File: config.mk
export PLATFORM = sky130hd
export DESIGN_NAME = ini_line_tokenizer
export DESIGN_NICKNAME = d
export VERILOG_FILES = /design/src/hw/rtl/ilt_pkg.sv /design/src/hw/rtl/ilt_step.sv /design/src/hw/rtl/ini_line_tokenizer.sv
export VERILOG_INCLUDE_DIRS = /design/src /design/src/hw/rtl
export SDC_FILE = /design/constraint.sdc
export NUM_CORES = 1
export LEC_CHECK = 0
export ABC_AREA = 1
export BUFFER_PORTS_ARGS = -buffer_cell sky130_fd_sc_hd__buf_2
export CAP_MARGIN = 20
export CORE_ASPECT_RATIO = 0.8
export CORE_UTILIZATION = 36
export DETAILED_ROUTE_END_ITERATION = 12
export HOLD_SLACK_MARGIN = 0.03
export SYNTH_ARGS = -nofsm -noshare
export SYNTH_HDL_FRONTEND = slang
export SYNTH_SLANG_ARGS = --single-unit
File: constraint.sdc
create_clock -name clock -period 7.3 [get_ports clock]
set_input_delay 0.365 -clock clock [delete_from_list [all_inputs] [get_ports clock]]
set_output_delay 0.365 -clock clock [all_outputs]
set_load 0.01 [all_outputs]
File: src/hw/rtl/ini_line_tokenizer_assert.svh
// assertion macros for the tokenizer rtl
`ifndef INI_LINE_TOKENIZER_ASSERT_SVH
`define INI_LINE_TOKENIZER_ASSERT_SVH

// same-cycle implication, checked outside reset
`define ILT_ASSERT_NOW(label, clk, rst, ante, cons) \
   label: assert property (@(posedge clk) disable iff (rst) (ante) |-> (cons)) \
      else $error("tokenizer check failed: same-cycle implication");

// next-cycle implication, checked outside reset
`define ILT_ASSERT_NEXT(label, clk, rst, ante, cons) \
   label: assert property (@(posedge clk) disable iff (rst) (ante) |=> (cons)) \
      else $error("tokenizer check failed: next-cycle implication");

`endif

File: src/hw/rtl/ilt_pkg.sv
package ilt_pkg;

   // line parse steps
   typedef enum logic [2:0] {
      STEP_FIRST,
      STEP_KEY,
      STEP_BLANKS,
      STEP_VALUE,
      STEP_SECTION,
      STEP_AFTER_BRACKET,
      STEP_COMMENT,
      STEP_BAD
   } step_type;

   // result kinds
   typedef enum logic [3:0] {
      KIND_KEY_CHAR     = 4'd0,
      KIND_SECTION_CHAR = 4'd1,
      KIND_VALUE_CHAR   = 4'd2,
      KIND_SETTING      = 4'd3,
      KIND_SECTION_DONE = 4'd4,
      KIND_BAD_SKIPPED  = 4'd5,
      KIND_BAD_FATAL    = 4'd6,
      KIND_TOO_LONG     = 4'd7,
      KIND_ENDED        = 4'd8
   } kind_type;

   // configuration register indexes
   typedef enum logic [1:0] {
      CSR_KEY_LINE_LIMIT = 2'd0,
      CSR_SECTION_LIMIT  = 2'd1,
      CSR_SKIP_BAD_LINES = 2'd2
   } csr_index_type;

   localparam logic [7:0]  KEY_LINE_LIMIT_RESET = 8'd64;
   localparam logic [7:0]  SECTION_LIMIT_RESET  = 8'd32;
   localparam logic        SKIP_BAD_RESET       = 1'b0;
   localparam logic [15:0] LINE_FIRST           = 16'd1;
   localparam logic [15:0] LINE_MAX             = 16'hFFFF;

   typedef struct packed {
      logic [7:0] key_line_limit;
      logic [7:0] section_limit;
      logic       skip_bad_lines;
   } cfg_type;

   typedef struct packed {
      step_type    step;
      logic        saw_bracket;
      logic [7:0]  fill_count;
      logic [15:0] line_count;
      logic        stopped;
      logic        use_section_limit;
   } parse_state_type;

   typedef struct packed {
      kind_type    kind;
      logic [7:0]  char_out;
      logic [7:0]  char_position;
      logic [15:0] line_number;
      logic        halted;
   } rsp_item_type;

endpackage

File: src/hw/rtl/ilt_step.sv
module ilt_step (
   input  ilt_pkg::parse_state_type cur,
   input  ilt_pkg::cfg_type         cfg,
   input  logic [7:0]               text_byte,
   input  logic                     end_of_input,
   output ilt_pkg::parse_state_type nxt,
   output logic                     emit,
   output ilt_pkg::rsp_item_type    item
);
   import ilt_pkg::*;

   localparam logic [7:0] CHAR_HASH   = 8'h23;
   localparam logic [7:0] CHAR_LBRACK = 8'h5B;
   localparam logic [7:0] CHAR_RBRACK = 8'h5D;
   localparam logic [7:0] CHAR_EQUAL  = 8'h3D;
   localparam logic [7:0] CHAR_TAB    = 8'h09;
   localparam logic [7:0] CHAR_CR     = 8'h0D;
   localparam logic [7:0] CHAR_LF     = 8'h0A;
   localparam logic [7:0] CHAR_SPACE  = 8'h20;

   logic       is_blank;
   logic       is_eol;
   logic       has_outcome;
   logic       outcome_fatal;
   kind_type   outcome;
   logic [7:0] limit;
   logic [7:0] fill_inc;

   assign is_blank = (text_byte == CHAR_SPACE) || (text_byte == CHAR_TAB);
   assign is_eol   = (text_byte == CHAR_CR) || (text_byte == CHAR_LF);
   assign limit    = cur.use_section_limit ? cfg.section_limit : cfg.key_line_limit;
   // fill stays below limit before it grows, so no wrap
   assign fill_inc = cur.fill_count + 8'd1;

   // outcome of the line finished by this byte
   always_comb begin
      has_outcome   = 1'b1;
      outcome_fatal = 1'b0;
      outcome       = KIND_SETTING;
      unique case (cur.step)
         STEP_VALUE:         outcome = KIND_SETTING;
         STEP_AFTER_BRACKET: outcome = KIND_SECTION_DONE;
         STEP_KEY, STEP_BLANKS, STEP_SECTION, STEP_BAD: begin
            if (cfg.skip_bad_lines) begin
               outcome = KIND_BAD_SKIPPED;
            end else begin
               outcome       = KIND_BAD_FATAL;
               outcome_fatal = 1'b1;
            end
         end
         default: has_outcome = 1'b0;
      endcase
   end

   always_comb begin
      nxt                = cur;
      emit               = 1'b0;
      item.kind          = KIND_KEY_CHAR;
      item.char_out      = 8'd0;
      item.char_position = cur.fill_count;
      item.line_number   = cur.line_count;

      if (!cur.stopped) begin
         priority if (end_of_input) begin
            nxt.step              = STEP_FIRST;
            nxt.saw_bracket       = 1'b0;
            nxt.fill_count        = 8'd0;
            nxt.use_section_limit = 1'b0;
            nxt.stopped           = 1'b1;
            emit                  = 1'b1;
            item.kind             = has_outcome ? outcome : KIND_ENDED;
         end else if (is_eol) begin
            nxt.step              = STEP_FIRST;
            nxt.saw_bracket       = 1'b0;
            nxt.fill_count        = 8'd0;
            nxt.use_section_limit = 1'b0;
            nxt.stopped           = outcome_fatal;
            if ((text_byte == CHAR_LF) && (cur.line_count != LINE_MAX)) begin
               nxt.line_count = cur.line_count + 16'd1;
            end
            emit      = has_outcome;
            item.kind = outcome;
         end else begin
            unique case (cur.step)
               STEP_KEY, STEP_BLANKS, STEP_VALUE, STEP_SECTION: begin
                  if (cur.fill_count >= limit) begin
                     nxt.stopped = 1'b1;
                     emit        = 1'b1;
                     item.kind   = KIND_TOO_LONG;
                  end else begin
                     unique case (cur.step)
                        STEP_KEY: begin
                           nxt.fill_count = fill_inc;
                           priority if (is_blank) begin
                              nxt.step = STEP_BLANKS;
                           end else if (text_byte == CHAR_EQUAL) begin
                              nxt.step = STEP_VALUE;
                           end else begin
                              emit          = 1'b1;
                              item.kind     = KIND_KEY_CHAR;
                              item.char_out = text_byte;
                           end
                        end
                        STEP_SECTION: begin
                           nxt.fill_count = fill_inc;
                           if (text_byte == CHAR_RBRACK) begin
                              nxt.step = STEP_AFTER_BRACKET;
                           end else begin
                              emit          = 1'b1;
                              item.kind     = KIND_SECTION_CHAR;
                              item.char_out = text_byte;
                           end
                        end
                        STEP_BLANKS: begin
                           priority if (text_byte == CHAR_EQUAL) begin
                              nxt.step = STEP_VALUE;
                           end else if (!is_blank) begin
                              nxt.step = STEP_BAD;
                           end
                        end
                        default: begin
                           nxt.fill_count = fill_inc;
                           emit           = 1'b1;
                           item.kind      = KIND_VALUE_CHAR;
                           item.char_out  = text_byte;
                        end
                     endcase
                  end
               end
               STEP_AFTER_BRACKET: begin
                  if (!is_blank) begin
                     nxt.step = STEP_BAD;
                  end
               end
               STEP_FIRST: begin
                  priority if (text_byte == CHAR_HASH) begin
                     nxt.step = STEP_COMMENT;
                  end else if (is_blank) begin
                     nxt.step = STEP_FIRST;
                  end else if (text_byte == CHAR_LBRACK) begin
                     nxt.saw_bracket = 1'b1;
                  end else begin
                     nxt.use_section_limit = cur.saw_bracket;
                     nxt.step       = cur.saw_bracket ? STEP_SECTION : STEP_KEY;
                     nxt.fill_count = 8'd1;
                     emit           = 1'b1;
                     item.kind      = cur.saw_bracket ? KIND_SECTION_CHAR : KIND_KEY_CHAR;
                     item.char_out  = text_byte;
                     item.char_position = 8'd0;
                  end
               end
               default: nxt.step = cur.step;
            endcase
         end
      end

      item.halted = nxt.stopped;
   end

endmodule

File: src/hw/rtl/ini_line_tokenizer.sv
// channel  | dir | handshake              | payload
// req      | in  | req_tvalid/req_tready  | tdata text_byte, tlast end_of_input
// rsp      | out | rsp_tvalid/rsp_tready  | tuser kind, tdata char/pos/line/halted
// csr      | in  | csr_valid/csr_ready    | csr_index, csr_data
//
// one byte per cycle sustained while rsp_tready stays high; a byte passes the input
// register, the parse logic and the result register, which drives rsp_tvalid
// the parse state register is the one loop: each byte sees the state left by the last
// a stalled rsp side holds the result register and the input register, and
// req_tready drops only while both are full
// reset (synchronous, active high) restores the register defaults and line one
// csr_ready is always high; writes go straight to the registers
module ini_line_tokenizer (
   input  logic        clock,
   input  logic        reset,
   // input channel
   input  logic        req_tvalid,
   output logic        req_tready,
   input  logic [7:0]  req_tdata,   // [7:0] text_byte
   input  logic        req_tlast,   // end_of_input
   // result channel
   output logic        rsp_tvalid,
   input  logic        rsp_tready,
   output logic [39:0] rsp_tdata,   // [7:0] char_out, [15:8] char_position,
                                    // [31:16] line_number, [32] halted, [39:33] zero
   output logic [3:0]  rsp_tuser,   // [3:0] kind
   // configuration write channel
   input  logic        csr_valid,
   output logic        csr_ready,
   input  logic [1:0]  csr_index,
   input  logic [7:0]  csr_data
);
   import ilt_pkg::*;

   // input register
   logic                  in_valid_ff, in_valid_in;
   logic [7:0]            in_byte_ff, in_byte_in;
   logic                  in_end_ff, in_end_in;
   // parse state and configuration
   parse_state_type       state_ff, state_in;
   cfg_type               cfg_ff, cfg_in;
   // result register
   logic                  rsp_valid_ff, rsp_valid_in;
   rsp_item_type          rsp_item_ff, rsp_item_in;

   parse_state_type       step_nxt;
   logic                  step_emit;
   rsp_item_type          step_item;
   logic                  advance;
   logic                  rsp_load;
   logic                  rsp_fatal_out;

   ilt_step u_step (
      .cur          (state_ff),
      .cfg          (cfg_ff),
      .text_byte    (in_byte_ff),
      .end_of_input (in_end_ff),
      .nxt          (step_nxt),
      .emit         (step_emit),
      .item         (step_item)
   );

   // the buffered byte moves on when the result register is free or being emptied
   assign advance    = in_valid_ff && (!rsp_valid_ff || rsp_tready);
   assign rsp_load   = advance && step_emit;
   assign req_tready = !in_valid_ff || advance;
   assign csr_ready  = 1'b1;

   always_comb begin
      in_valid_in = in_valid_ff;
      in_byte_in  = in_byte_ff;
      in_end_in   = in_end_ff;
      if (req_tvalid && req_tready) begin
         in_valid_in = 1'b1;
         in_byte_in  = req_tdata;
         in_end_in   = req_tlast;
      end else if (advance) begin
         in_valid_in = 1'b0;
      end

      state_in = advance ? step_nxt : state_ff;

      rsp_valid_in = rsp_valid_ff;
      rsp_item_in  = rsp_item_ff;
      if (advance) begin
         rsp_valid_in = step_emit;
         if (step_emit) begin
            rsp_item_in = step_item;
         end
      end else if (rsp_tready) begin
         rsp_valid_in = 1'b0;
      end

      cfg_in = cfg_ff;
      if (csr_valid && csr_ready) begin
         unique case (csr_index)
            CSR_KEY_LINE_LIMIT: cfg_in.key_line_limit = csr_data;
            CSR_SECTION_LIMIT:  cfg_in.section_limit  = csr_data;
            CSR_SKIP_BAD_LINES: cfg_in.skip_bad_lines = csr_data[0];
            default:            cfg_in = cfg_ff;
         endcase
      end
   end

   always_ff @(posedge clock) begin
      if (reset) begin
         in_valid_ff                  <= 1'b0;
         rsp_valid_ff                 <= 1'b0;
         state_ff.step                <= STEP_FIRST;
         state_ff.saw_bracket         <= 1'b0;
         state_ff.fill_count          <= 8'd0;
         state_ff.line_count          <= LINE_FIRST;
         state_ff.stopped             <= 1'b0;
         state_ff.use_section_limit   <= 1'b0;
         cfg_ff.key_line_limit        <= KEY_LINE_LIMIT_RESET;
         cfg_ff.section_limit         <= SECTION_LIMIT_RESET;
         cfg_ff.skip_bad_lines        <= SKIP_BAD_RESET;
      end else begin
         in_valid_ff  <= in_valid_in;
         rsp_valid_ff <= rsp_valid_in;
         state_ff     <= state_in;
         cfg_ff       <= cfg_in;
      end
      // payload, no reset needed
      in_byte_ff  <= in_byte_in;
      in_end_ff   <= in_end_in;
      rsp_item_ff <= rsp_item_in;
   end

   assign rsp_tvalid = rsp_valid_ff;
   assign rsp_tuser  = rsp_item_ff.kind;
   assign rsp_tdata  = {7'd0, rsp_item_ff.halted, rsp_item_ff.line_number,
                        rsp_item_ff.char_position, rsp_item_ff.char_out};

   // a fatal kind or the end mark is on the result channel
   assign rsp_fatal_out = rsp_valid_ff && ((rsp_item_ff.kind == KIND_TOO_LONG) ||
                                           (rsp_item_ff.kind == KIND_BAD_FATAL) ||
                                           (rsp_item_ff.kind == KIND_ENDED));

   // once halted, the parser never resumes until reset
   `include "ini_line_tokenizer_assert.svh"
   `ILT_ASSERT_NEXT(a_halt_sticks, clock, reset, state_ff.stopped, state_ff.stopped)
   // a halted parser never loads a new result
   `ILT_ASSERT_NOW(a_halt_silent, clock, reset, state_ff.stopped, !rsp_load)
   // fatal kinds and the end mark always carry the halted flag
   `ILT_ASSERT_NOW(a_fatal_halts, clock, reset, rsp_fatal_out, rsp_item_ff.halted)

endmodule
==> impl_metrics.py, run 1 <==
metrics = {
    "status": {
        "outcome": "finished clean",
    },
    "routing": {
        "num_vias": 4454,
        "ant_nets": 0,
        "dr.pass1.iters": 5,
        "drc_errors": 0,
        "drt_iter0_drc": 368,
        "vias_per_cell": 4.84,
        "wl_per_cell_um": 13.2,
        "wl_um": 12200,
    },
    "synth": {
        "postSynthCellCount": 674,
        "netlist.area_leader.share": 0.263,
        "syn_avg_cell_area_um2": 7.80,
        "ys_seq_area_frac": 0.449,
        "ys_warn_count": 0,
        "ys_seq_elements": 95,
        "synth_edf_count": 46,
        "yosys_most_used_dff": "dfxtp_1",
        "async_flop_share": 0,
        "yosysUniqueCellTypes": 47,
        "netlist_area_mm2": 0.00526,
        "yosysTopAreaCell": "edfxtp_1",
        "synth_area_leaders": "edfxtp_1, dfxtp_1, nand2_1, nor2_1, inv_1",
    },
    "setup_path": {
        "path_class": "reg2reg",
        "cp_slowest_stage_delay_ns": 0.61,
        "crit_chain": "o21ai_0, ha_1, nand2_1, nor2_1, nor2_1, nand2_1, nand2_1, nand2_1, inv_1, nand2_1, nand2_1, nand2_1, nand2_1, inv_1, buf_4",
        "critPathCaptureType": "register",
        "crit_fanout": 37,
        "cp-start-kind": "register",
        "cp_slowest_cell": "dfxtp_1",
        "worst_path_most_repeated_cell": "nand2_1",
        "cp.arrival_ns": 2.84,
        "worstPathRequired_ns": 7.30,
    },
    "power": {
        "power.total_w": 0.00119,
        "p_int_w": 0.000861,
        "pwr-share-seq": 0.503,
        "switching_share": 0.274,
        "p_leak_nw": 2.49,
        "power.share.combinational": 0.120,
        "pwr-share-clk": 0.377,
        "p_sw_w": 0.000325,
        "ir_drop_uv": 117,
        "power_density_mw_per_mm2": 199,
    },
    "grt": {
        "overflow": 0,
        "grt_pass1_vias": 3887,
        "grt_first_pass_wirelength_um": 19600,
        "grtUsageTotal": 0.172,
        "grt_max_degree": 38,
        "antenna_found_initial": 0,
    },
    "placement": {
        "place_area_mm2": 0.00568,
        "gp_congestion": 0.902,
        "post-place-ws_ns": 4.43,
        "port_buffers": 62,
        "post-dp-hpwl_um": 9020,
    },
    "floorplanning": {
        "core-area_mm2": 0.0142,
        "start_util": 0.369,
        "die_h_um": 110,
        "num_rows": 39,
        "ios": 71,
        "die_width_um": 137,
        "dieArea_mm2": 0.0151,
    },
    "clock_tree": {
        "cts_sinks": 95,
        "cts_resized": 0,
        "cts_root_buf": "clkbuf_16",
        "cts.hold.buffers_added": 0,
        "clkLatencyLatePin_ns": 0.36,
        "cts_tree": "yes",
        "post-cts-setup-buffers": 0,
        "clock_path_buffers": 2,
        "numCtsBuffers": 9,
        "clk_pin_slew_ns": 0.06,
        "htreeDepth": 3,
    },
    "final_layout": {
        "diodes": 0,
        "layout_commonest_cell": "nand2_1",
        "nets": 766,
        "fillers": 1438,
        "area_delta_synth_final_pct": 13.4,
        "drive_gt1_frac": 0.174,
        "final_cell_mix": "nand2_1, nor2_1, inv_1",
        "seqCellArea_mm2": 0.00236,
        "stdcell_area_mm2": 0.00596,
        "multi_input_area_mm2": 0.00245,
    },
    "sta": {
        "fin_crit_sh": 0.389,
        "setup_ws_ns": 4.46,
        "finClkSkew_ns": 0.0110,
        "relSlewSlack": 0.374,
        "worst_pin_slew_ns": 0.936,
        "fin_crit_ns": 2.84,
        "report.final.hold_viol_count": 0,
        "drv_slew": 0,
        "setup_viol": 0,
        "rsz0062_at_grt": "no",
        "max_freq_mhz": 352,
        "finalSetupTns_ns": 0,
    },
    "run": {
        "maxCapViolCount": 0,
    },
    "min_path": {
        "hold_path_class": "in2reg",
    },
}
[synth_stat cells, types with 2 or more instances]
master      n
dfxtp_1    49
nand2_4     3
nor2_4      6
xnor2_1     3
o21ai_2     2
nor2_1     97
nand3_2     3
xor2_1      8
nand2_2    11
a21oi_1    40
o21ai_1     4
nand4_1    18
conb_1      2
o21a_1      2
a211oi_1    4
nand3b_1    3
inv_2       8
nand2_1   145
edfxtp_1   46
clkbuf_1    8
o21ai_0    34
nor3_2      3
inv_1      74
buf_2       2
buf_4      10
nor3_1     17
nand3_1    38
ha_1       10
nor2_2      6
[final timing paths]
path | end | slack [ns] | cells after the start | from
hold / removal | in_byte_ff[4] | 0.18 | 1 | req_tdata[4]
hold reg to reg | cfg_ff[3] | 0.46 | 2 | cfg_ff[3]
setup / recovery | rsp_tdata[24] | 4.46 | 15 | state_ff[0]
setup reg to reg | rsp_tdata[24] | 4.46 | 15 | state_ff[0]
[worst max-delay path, delay by kind of cell, from the launching register on]
kind	cells	cell delay [ns]
AO/OA/AOI/OAI	1	0.16
adder cells (fa/ha/maj)	1	0.31
buffers and inverters	3	0.56
flip-flops	1	0.61
AND/OR/NAND/NOR	10	0.80
[flip-flops by register name, summed over array words and instances (netlist names)]
name and cells:
rsp_tdata 33, state_ff 30, rsp_tvalid 1, in_end_ff 1, in_valid_ff 1, in_byte_ff 8, rsp_tuser 4, cfg_ff 17
[logic make-up after synthesis]
group,count (synthesis),share of synthesized area
XOR/XNOR,11,0.0183
buffers and inverters,107,0.0890
adder cells (fa/ha/maj),10,0.0238
AND/OR/NAND/NOR,358,0.323
flip-flops,95,0.449
multiplexers,1,0.00190
AO/OA/AOI/OAI,90,0.0926
other,2,0.00143
[stage by stage]
step	util	hold slack (ns)	instances
final	0.418	0.178	921
after global routing	0.418	0.176	921
after CTS	0.418	0.167	921
after detailed placement	0.399	0.450	905
after global placement	0.399	0.446	905
after floorplan	-	0.424	680
[power by group through the flow]
stage	clock network [W]	logic [W]	registers, W
after CTS	0.000461	0.000143	0.000597
final	0.000447	0.000142	0.000597
after floorplan	0	0.000104	0.000607
after detailed placement	0	0.000143	0.000609
after global routing	0.000475	0.000162	0.000600
after global placement	0	0.000142	0.000609
[area by class of cell]
class,instances,area share
Timing Repair Buffer,64,0.0546
Inverter,84,0.0533
Multi-Input combinational cell,478,0.411
Clock buffer,11,0.0390
Tap cell,184,0.0386
Clock inverter,5,0.00735
Sequential cell,95,0.396
[layer usage]
metal | vias to the layer above | wire length, um | GRT usage
met5 | - | 0 | 0
met4 | 0 | 162 | 0.0502
met3 | 14 | 619 | 0.0444
met2 | 113 | 5260 | 0.254
met1 | 2017 | 6120 | 0.245
li1 | 2310 | - | -
Note: power is estimated with default switching activity, not from simulation.
==> run 2: changes to the inputs <==
- clock period: 7.3 -> 2.9 ns (I/O delays scaled with it)
==> impl_metrics.py, run 2 (synthesized netlist as in run 1, its figures left out) <==
metrics = {
    "status": {
        "outcome": "finished clean",
    },
    "sta": {
        "setup_viol": 0,
        "worst_pin_slew_ns": 0.702,
        "fin_crit_ns": 2.49,
        "fin_crit_sh": 0.859,
        "rsz0062_at_grt": "no",
        "finClkSkew_ns": 0.00719,
        "max_freq_mhz": 401,
        "drv_slew": 0,
        "report.final.hold_viol_count": 0,
        "finalSetupTns_ns": 0,
        "relSlewSlack": 0.531,
        "whs_ns": 0.0304,
    },
    "clock_tree": {
        "cts_tree": "yes",
        "clock_path_buffers": 2,
        "clk_pin_slew_ns": 0.07,
        "post-cts-setup-buffers": 0,
        "htreeDepth": 3,
        "clkLatencyLatePin_ns": 0.35,
        "cts_root_buf": "clkbuf_16",
        "numCtsBuffers": 9,
        "cts_sinks": 95,
    },
    "power": {
        "pwr-share-clk": 0.389,
        "power_density_mw_per_mm2": 502,
        "ir_drop_uv": 313,
        "pwr-share-seq": 0.486,
        "p_int_w": 0.00227,
        "power.share.combinational": 0.124,
        "switching_share": 0.264,
        "p_sw_w": 0.000816,
        "p_leak_nw": 2.57,
    },
    "routing": {
        "num_vias": 4546,
        "drc_errors": 0,
        "wl_per_cell_um": 13.0,
        "dr.pass1.iters": 7,
        "ant_nets": 0,
        "vias_per_cell": 4.85,
        "drt_iter0_drc": 477,
        "wl_um": 12200,
    },
    "setup_path": {
        "cp-start-kind": "register",
        "worstPathRequired_ns": 3.12,
        "crit_fanout": 16,
        "path_class": "reg2reg",
        "critPathCaptureType": "register",
        "cp.arrival_ns": 2.71,
    },
    "final_layout": {
        "largest_reg_flops": 33,
        "drive_gt1_frac": 0.175,
        "final_cell_mix": "nand2_1, nor2_1, inv_1",
        "utilization": 0.432,
        "area_delta_synth_final_pct": 17.0,
        "diodes": 0,
        "layout_commonest_cell": "nand2_1",
        "nets": 782,
    },
    "placement": {
        "gp_congestion": 0.883,
        "port_buffers": 62,
        "post-dp-hpwl_um": 9010,
    },
    "floorplanning": {
        "die_width_um": 137,
        "start_util": 0.369,
        "num_rows": 39,
        "dieArea_mm2": 0.0151,
        "core-area_mm2": 0.0142,
        "die_h_um": 110,
        "ios": 71,
    },
    "grt": {
        "grtUsageMet3": 0.0453,
        "grtUsageTotal": 0.170,
        "grt_max_degree": 38,
        "antenna_found_initial": 0,
        "overflow": 0,
        "grt_pass1_vias": 4007,
        "grt_util_met1": 0.241,
        "grt_first_pass_wirelength_um": 19700,
        "grt.busiest_layer": "met2",
        "grtUsageMet2": 0.256,
    },
    "min_path": {
        "hold_path_class": "in2reg",
    },
    "run": {
        "maxCapViolCount": 0,
    },
}
-- run 2: per-layer routing --
metal	up-vias	share of wire
met3	7	0.062
met1	2045	0.50
li1	2344	-
met5	-	0
met4	0	0.0090
met2	150	0.43
-- run 2: area by class of cell --
cell class | instances | area [um2]
Fill cell | 1444 | 8100
Timing Repair Buffer | 80 | 490
Clock buffer | 10 | 229
Multi-Input combinational cell | 478 | 2450
Sequential cell | 95 | 2360
Clock inverter | 6 | 67.6
Tap cell | 184 | 230
Inverter | 84 | 322
-- run 2: path summary, 6_finish.rpt --
check                                  from           end  slack (ns)  depth (start not counted)
worst min-delay path            csr_data[4]    cfg_ff[13]        0.03                          3
worst max register to register  state_ff[0]  rsp_tdata[3]        0.41                         11
worst min register to register    cfg_ff[3]     cfg_ff[3]        0.46                          2
worst max-delay path            state_ff[0]  rsp_tdata[3]        0.41                         11
-- run 2: critical path: stages, from the launching register on --
cell and delay [ns]:
dfxtp_1 0.64, mux2i_1 0.28, ha_1 0.27, a21oi_1 0.16
o21a_1 0.13, nand2_1 0.08, buf_4 0.17, nor2_1 0.17
o21ai_0 0.17, nand2_1 0.14, nand2_1 0.06, nor2_1 0.08
-- run 2: power groups by stage --
stage | combinational [W] | clock [W] | sequential (W)
finish | 0.000384 | 0.00120 | 0.00150
global route | 0.000438 | 0.00129 | 0.00151
CTS | 0.000385 | 0.00123 | 0.00150
detailed placement | 0.000370 | 0 | 0.00153
global placement | 0.000367 | 0 | 0.00153
floorplan | 0.000263 | 0 | 0.00153
-- run 2: through the flow --
step           instances  setup WS, ns  instance area, um2  total power [W]
2_1_floorplan        680        0.0445                5280          0.00179
3_3_place_gp         908         0.516                5720          0.00190
3_5_place_dp         908         0.410                5720          0.00190
4_1_cts              937         0.403                6150          0.00312
5_1_grt              937         0.122                6150          0.00324
6_report             937         0.408                6150          0.00309
-- run 2: repair_timing --
item                                   in CTS  in global routing
endpoints found under the hold margin      14                  0
hold buffers                               13                  0
gates resized for setup                     0                  0
